**src/hw/rtl/tasc_pkg.sv**
```systemverilog
// Shared types and constants for the transactional abort statistics block.
package tasc_pkg;

	localparam int NUM_COUNTERS = 15;
	localparam int CNT_W        = 32;
	localparam int SEL_W        = 4;

	// RTM status word layout
	localparam int BIT_EXPLICIT = 0;
	localparam int BIT_RETRY    = 1;
	localparam int BIT_CONFLICT = 2;
	localparam int BIT_CAPACITY = 3;
	localparam int BIT_DEBUG    = 4;
	localparam int BIT_NESTED   = 5;
	localparam int CODE_LSB     = 24;

	// counter slots within one entry's row
	localparam logic [SEL_W-1:0] CNT_TOTAL        = 4'd0;
	localparam logic [SEL_W-1:0] CNT_EXPLICIT     = 4'd1;
	localparam logic [SEL_W-1:0] CNT_LOCK_TAKEN   = 4'd2;
	localparam logic [SEL_W-1:0] CNT_RETRY        = 4'd3;
	localparam logic [SEL_W-1:0] CNT_RETRY_CONFL  = 4'd4;
	localparam logic [SEL_W-1:0] CNT_RETRY_CAPAC  = 4'd5;
	localparam logic [SEL_W-1:0] CNT_CONFLICT     = 4'd6;
	localparam logic [SEL_W-1:0] CNT_CAPACITY     = 4'd7;
	localparam logic [SEL_W-1:0] CNT_DEBUG        = 4'd8;
	localparam logic [SEL_W-1:0] CNT_NESTED       = 4'd9;
	localparam logic [SEL_W-1:0] CNT_ZERO_STATUS  = 4'd10;
	localparam logic [SEL_W-1:0] CNT_COMMITS      = 4'd11;
	localparam logic [SEL_W-1:0] CNT_FALLBACKS    = 4'd12;
	localparam logic [SEL_W-1:0] CNT_COMMIT_RSUM  = 4'd13;
	localparam logic [SEL_W-1:0] CNT_FALLBK_RSUM  = 4'd14;

	localparam logic [7:0] LOCK_CODE_RESET = 8'd255;

	typedef enum logic [1:0] {
		OP_ABORT,
		OP_COMMIT,
		OP_FALLBACK,
		OP_READ
	} op_t;

	typedef enum logic [1:0] {
		ST_CLEAR,
		ST_IDLE,
		ST_UPDATE
	} state_t;

	typedef logic [NUM_COUNTERS-1:0][CNT_W-1:0] row_t;

	typedef struct packed {
		op_t              op;
		logic [31:0]      status;
		logic [15:0]      retry;
		logic [SEL_W-1:0] sel;
		logic             in_range;
	} evt_t;

endpackage

```
**src/hw/rtl/tasc_row_update.sv**
```systemverilog
// Decodes one event against the entry's row: new row, read-back value and error flag.
module tasc_row_update (
	input  tasc_pkg::evt_t  evt,
	input  logic [7:0]      lock_code,
	input  tasc_pkg::row_t  row_in,
	output tasc_pkg::row_t  row_out,
	output logic            row_wr,
	output logic [31:0]     read_value,
	output logic            status_error
);
	import tasc_pkg::*;

	logic [31:0] st;
	logic [CNT_W-1:0] retry_ext;

	assign st        = evt.status;
	assign retry_ext = CNT_W'(evt.retry);

	always_comb begin
		row_out      = row_in;
		row_wr       = 1'b0;
		read_value   = '0;
		status_error = 1'b0;
		unique case (evt.op)
			OP_ABORT: begin
				status_error = st[BIT_RETRY] & (st[BIT_DEBUG] | st[BIT_NESTED]);
				row_wr = evt.in_range;
				row_out[CNT_TOTAL] = row_in[CNT_TOTAL] + 32'd1;
				if (st[BIT_EXPLICIT]) begin
					row_out[CNT_EXPLICIT] = row_in[CNT_EXPLICIT] + 32'd1;
					if (st[CODE_LSB +: 8] == lock_code) begin
						row_out[CNT_LOCK_TAKEN] = row_in[CNT_LOCK_TAKEN] + 32'd1;
					end
				end
				if (st[BIT_RETRY]) begin
					row_out[CNT_RETRY] = row_in[CNT_RETRY] + 32'd1;
					if (st[BIT_CONFLICT]) begin
						row_out[CNT_RETRY_CONFL] = row_in[CNT_RETRY_CONFL] + 32'd1;
					end
					if (st[BIT_CAPACITY]) begin
						row_out[CNT_RETRY_CAPAC] = row_in[CNT_RETRY_CAPAC] + 32'd1;
					end
				end
				if (st[BIT_CONFLICT]) begin
					row_out[CNT_CONFLICT] = row_in[CNT_CONFLICT] + 32'd1;
				end
				if (st[BIT_CAPACITY]) begin
					row_out[CNT_CAPACITY] = row_in[CNT_CAPACITY] + 32'd1;
				end
				if (st[BIT_DEBUG]) begin
					row_out[CNT_DEBUG] = row_in[CNT_DEBUG] + 32'd1;
				end
				if (st[BIT_NESTED]) begin
					row_out[CNT_NESTED] = row_in[CNT_NESTED] + 32'd1;
				end
				if (st == 32'd0) begin
					row_out[CNT_ZERO_STATUS] = row_in[CNT_ZERO_STATUS] + 32'd1;
				end
			end
			OP_COMMIT: begin
				row_wr = evt.in_range;
				row_out[CNT_COMMITS]     = row_in[CNT_COMMITS] + 32'd1;
				row_out[CNT_COMMIT_RSUM] = row_in[CNT_COMMIT_RSUM] + retry_ext;
			end
			OP_FALLBACK: begin
				row_wr = evt.in_range;
				row_out[CNT_FALLBACKS]   = row_in[CNT_FALLBACKS] + 32'd1;
				row_out[CNT_FALLBK_RSUM] = row_in[CNT_FALLBK_RSUM] + retry_ext;
			end
			OP_READ: begin
				// select 15 has no counter behind it
				if (evt.in_range && (evt.sel != 4'hF)) begin
					read_value = row_in[evt.sel];
				end
			end
			default: begin
				row_wr = 1'b0;
			end
		endcase
	end

endmodule

```
**config.mk**
```make
export PLATFORM = sky130hd
export DESIGN_NAME = tasc_row_update
export DESIGN_NICKNAME = d
export VERILOG_FILES = /design/src/hw/rtl/tasc_pkg.sv /design/src/hw/rtl/tasc_row_update.sv
export SDC_FILE = /design/constraint.sdc
export NUM_CORES = 1
export LEC_CHECK = 0
export BUFFER_PORTS_ARGS = -buffer_cell sky130_fd_sc_hd__buf_2
export CAP_MARGIN = 15
export CORE_AREA = 2 2 415 417
export DETAILED_ROUTE_END_ITERATION = 10
export DIE_AREA = 0 0 417 419
export MAX_ROUTING_LAYER = met4
export PLACE_DENSITY_LB_ADDON = 0.12
export SYNTH_ARGS = -nofsm -noshare
export SYNTH_HDL_FRONTEND = slang
export SYNTH_SLANG_ARGS = --single-unit
```
**constraint.sdc**
```tcl
create_clock -name vclk -period 2.7
set_input_delay 0.27 -clock vclk [all_inputs]
set_output_delay 0.27 -clock vclk [all_outputs]
set_load 0.05 [all_outputs]
```
Word level (Yosys, flattened, before mapping) --
Index checks and enable logic that the tools add are counted.
Cells by class: eq/ne operators 5, magnitude comparators 1, add/subtract/negate cells 15, reductions and logical operators 4, muxes and demuxes 21, bitwise gates (word level) 2
Operators by type and width (count):
- 32-bit two-way mux | 15
- 32-bit by 1-bit adder with 32-bit output, second input constant | 13
- 352-bit two-way mux | 1
- 32-bit binary-select mux with 4-bit select | 1
- 96-bit two-way mux | 1
- 32-bit by 16-bit adder with 32-bit output | 2
- 64-bit two-way mux | 1
- 32-bit logical NOT | 1
- 8-bit == test | 1
- 4-bit by 5-bit less-than comparator with 1-bit output, second input constant | 1
- 2-bit == test, second input constant | 2
- 4-bit inequality test, second input constant | 1
- 3-bit OR reduction | 1
- 2-bit by 1-bit == test with 1-bit output, second input constant | 1
- 2-bit logical NOT | 1
- 1-bit two-way mux | 2
- 1-bit AND | 1
- 1-bit logical AND | 1
- 1-bit OR | 1
Storage, ports and cells: logic and storage cells 48, register bits after elaboration 0, output and inout bits 514, input port bits 543

Longest topological paths before layout --
depth after elaboration 4, mapped depth 10, mapped depth without buffers 9

Least setup slack after synthesis --
OpenSTA, ideal clock, no wires.
path kind input to output, start point in evt[13] in the netlist's numbering, end point out row_out[467] in the netlist's numbering, stages 7, setup slack -753 ps, data arrival time 3183 ps, buffers on the path 0, cell sequence ha_1 > and3_1 > nand2_1 > a21oi_1 > o41ai_1 > a21o_1 > o311ai_0
RTL lines:
- from (decl) | RTL line tasc_row_update.sv:3 | input tasc_pkg::evt_t evt,
- to (decl) | RTL line tasc_row_update.sv:6 | output tasc_pkg::row_t row_out,

==> flow_metrics.tcl <==
set metrics [dict create \
    drt.antenna.violating_nets 0 \
    gr-usage-all-layers_pct 19.84 \
    overflow 0 \
    intPower_mw 2.816 \
    num-nets-final 3998 \
    num_rows 152 \
    worstSetupPathType "primary input to primary output" \
    core_mm2 0.1706 \
    wl_per_cell_um 31.39 \
    cp_cell_sequence "buf_8 -> nor4_4 -> buf_4 -> nand3_4 -> nor3_4 -> and3_4 -> and3_4 -> buf_12 -> nand4_1 -> xnor2_2 -> buf_4 -> buf_12" \
    synth_area_mm2 0.01393 \
    yosys-top-cells-count "xnor2_1 (331), nand2_1 (284), nand3_1 (149), xor2_1 (131), mux4_2 (128)" \
    seqPwrFrac_pct 0 \
    grt_pass1_vias 22080 \
    hpwl_mm 164.0 \
    grt_use_met1_pct 24.31 \
    crit_required_ns 2.43 \
    post-route-drc-count 0 \
    yosysWarnings 0 \
    wirelength_mm 177.6 \
    critical_path_buf_inv_count 5 \
    drive_above_1_share_pct 62.89 \
    vias_per_cell 3.879 \
    fin_setup_tns_ns -1.297 \
    placedCellCount 5605 \
    via_count 21950 \
    slew_headroom_pct 58.48 \
    die_y_um 419 \
    outcome "finished, violations left" \
    yosys.area_share.simple_pct 33.13 \
    p_sw_share_pct 60.84 \
    gr-usage-met2_pct 36.07 \
    fillCellCount 19260 \
    hold_viol_final 0 \
    drv_slew 0 \
    power.net_switching_mw 4.376 \
    power.leakage_nw 14.46 \
    yosys.cell_types.count 71 \
    fin_cells 5658 \
    dieWidth_um 417 \
    violations "negative setup slack" \
    seq_cells 0 \
    max_stage_delay_ns 0.31 \
    path_delay_family "simple AND/OR/NAND/NOR gates" \
    peakVddDrop_mv 0.09133 \
    cp.arrival_ns 2.59 \
    finalCriticalPeriod_ns 2.861 \
    clock_buffers 0 \
    pin_count 1057 \
    fin_crit_sh_pct 106.0 \
    grt.met3_usage_pct 1.515 \
    drv_cap 0 \
    grt_max_degree 47 \
    finalSetupViolations 22 \
    synth_compound_area_share_pct 6.790 \
    yosys-mux-area-fraction_pct 23.88 \
    power_density_mw_per_mm2 215.9 \
    netlist.area_leader.share_pct 20.81 \
    start_util_pct 8.166 \
    yosysMostFrequentCell "xnor2_1" \
    first_iter_violations 1206 \
    grt_antenna_before_repair 68 \
    cpMaxStageDelayCell "nor4_4" \
    syn_inst 1824 \
    gp_congestion 0.9428 \
    crit_fanout 6 \
    drt_first_pass_iters 5 \
    dieArea_mm2 0.1747 \
    multi_input_area_mm2 0.01610 \
    power_mw 7.193 \
    portBuffers 1057 \
    min_path_type "primary input to primary output" \
    power_frac_comb_pct 100.0 \
    start_kind "primary input" \
    synth.avg_cell_area_um2 7.638 \
    grt_pass1_wl_mm 224.6 \
    seqCellArea_um2 0 \
    ys_seq_area_share_pct 0 \
    synth-adder-area-share_pct 4.329 \
    top_usage_layer "met2" \
    fin_ws_ns -0.1612 \
    ctsHoldBuffers 0 \
    synth_top_cell_by_area "xnor2_1" \
    synth_top_family_by_area "simple AND/OR/NAND/NOR gates" \
    clkPwrFrac_pct 0 \
    clock.fmax_ghz 0.3495 \
    synthToLayoutAreaGrowth_pct 139.2 \
    end_kind "primary output" \
    synthTopCellsByArea "xnor2_1 (21%), mux4_2 (21%), xor2_1 (8.2%)" \
    rsz0062_at_grt "true" \
    tightest_slew_ns 0.6210 \
    syn_nets 2414 \
    synth-xor-area-share_pct 29.16 \
]
-- worst min-delay path: stages --
cell	delay (ns)
buf_2	0.11
xnor2_2	0.08
buf_12	0.15
-- power groups by stage --
stage	registers, mW	clock network, mW	logic, mW
2_1_floorplan	0	0	2.99
3_3_place_gp	0	0	6.85
3_5_place_dp	0	0	6.82
4_1_cts	0	0	7.13
5_1_grt	0	0.000000463	7.46
6_report	0	0.000000881	7.19
-- final cells by class --
class,count,area share (%)
Multi-Input combinational cell,1735,48.32
Inverter,20,0.2253
Antenna cell,19,0.1427
Timing Repair Buffer,1651,42.93
Tap cell,2233,8.385
-- stage by stage --
step	instance area, µm²	hold WS (ns)	utilization (%)	setup WS (ns)
6_report	33320	0.8863	19.53	-0.1612
5_1_grt	33300	0.8995	19.52	-0.2064
4_1_cts	32410	0.8853	19.00	-0.1554
3_5_place_dp	30440	0.8948	17.85	-0.7092
3_3_place_gp	30440	0.8960	17.85	-0.7286
2_1_floorplan	14610	0.6725	-	-0.1614
-- layout by cell type (no fill, tap or decap), types with 11 or more instances in the layout --
cell and instances:
diode_2 19, a21o_1 12, xnor2_1 249, and4_1 25, nand2_4 11, nand3_2 14
nor2b_1 32, mux2i_1 26, xor2_1 101, inv_1 20, nand4_1 87, nor2_2 19
nor3_1 13, o21ai_2 17, and3_1 71, xnor2_4 15, nand3_1 123, nor3_4 12
mux4_2 128, and2_1 14, o21ai_0 27, ha_1 28, buf_2 760, mux2_2 11
buf_4 518, xor2_2 24, buf_6 86, a21oi_2 12, nor2_1 82, buf_12 264
o21ai_1 29, nand3_4 13, a21oi_1 13, ha_4 15, nand2_1 266, xnor2_2 68
buf_8 11
-- path summary, 6_finish.rpt --
path / slack (ns) / from / depth (start not counted) / to
worst min-delay path: 0.89 / row_in[159] / 3 / row_out[159]
worst max-delay path: -0.16 / evt[47] / 12 / row_out[341]
-- repair_timing --
action / 4_1_cts / 5_1_grt
pin swaps: 104 / 98
cloned: 1 / 1
setup buffers: 25 / 20
gates resized for setup: 368 / 171
setup endpoints to repair: 252 / 154
-- routing by layer --
metal  vias up  wire [µm]
met5         -          0
met4         0       3455
met3       134       6428
met2       752      93450
met1     11210      74280
li1       9849          -
-- kinds of logic (layout without fill, tap and decap cells) --
family | count (synthesis) | after routing
AOI/OAI and AO/OA | 160 | 160
muxes | 171 | 171
xor gates and xnor gates | 463 | 463
other | 0 | 19
and+or+nand+nor | 894 | 894
adders and majority gates | 47 | 47
buffers and inverters | 89 | 1671
Note: power is estimated with default switching activity, not from simulation.
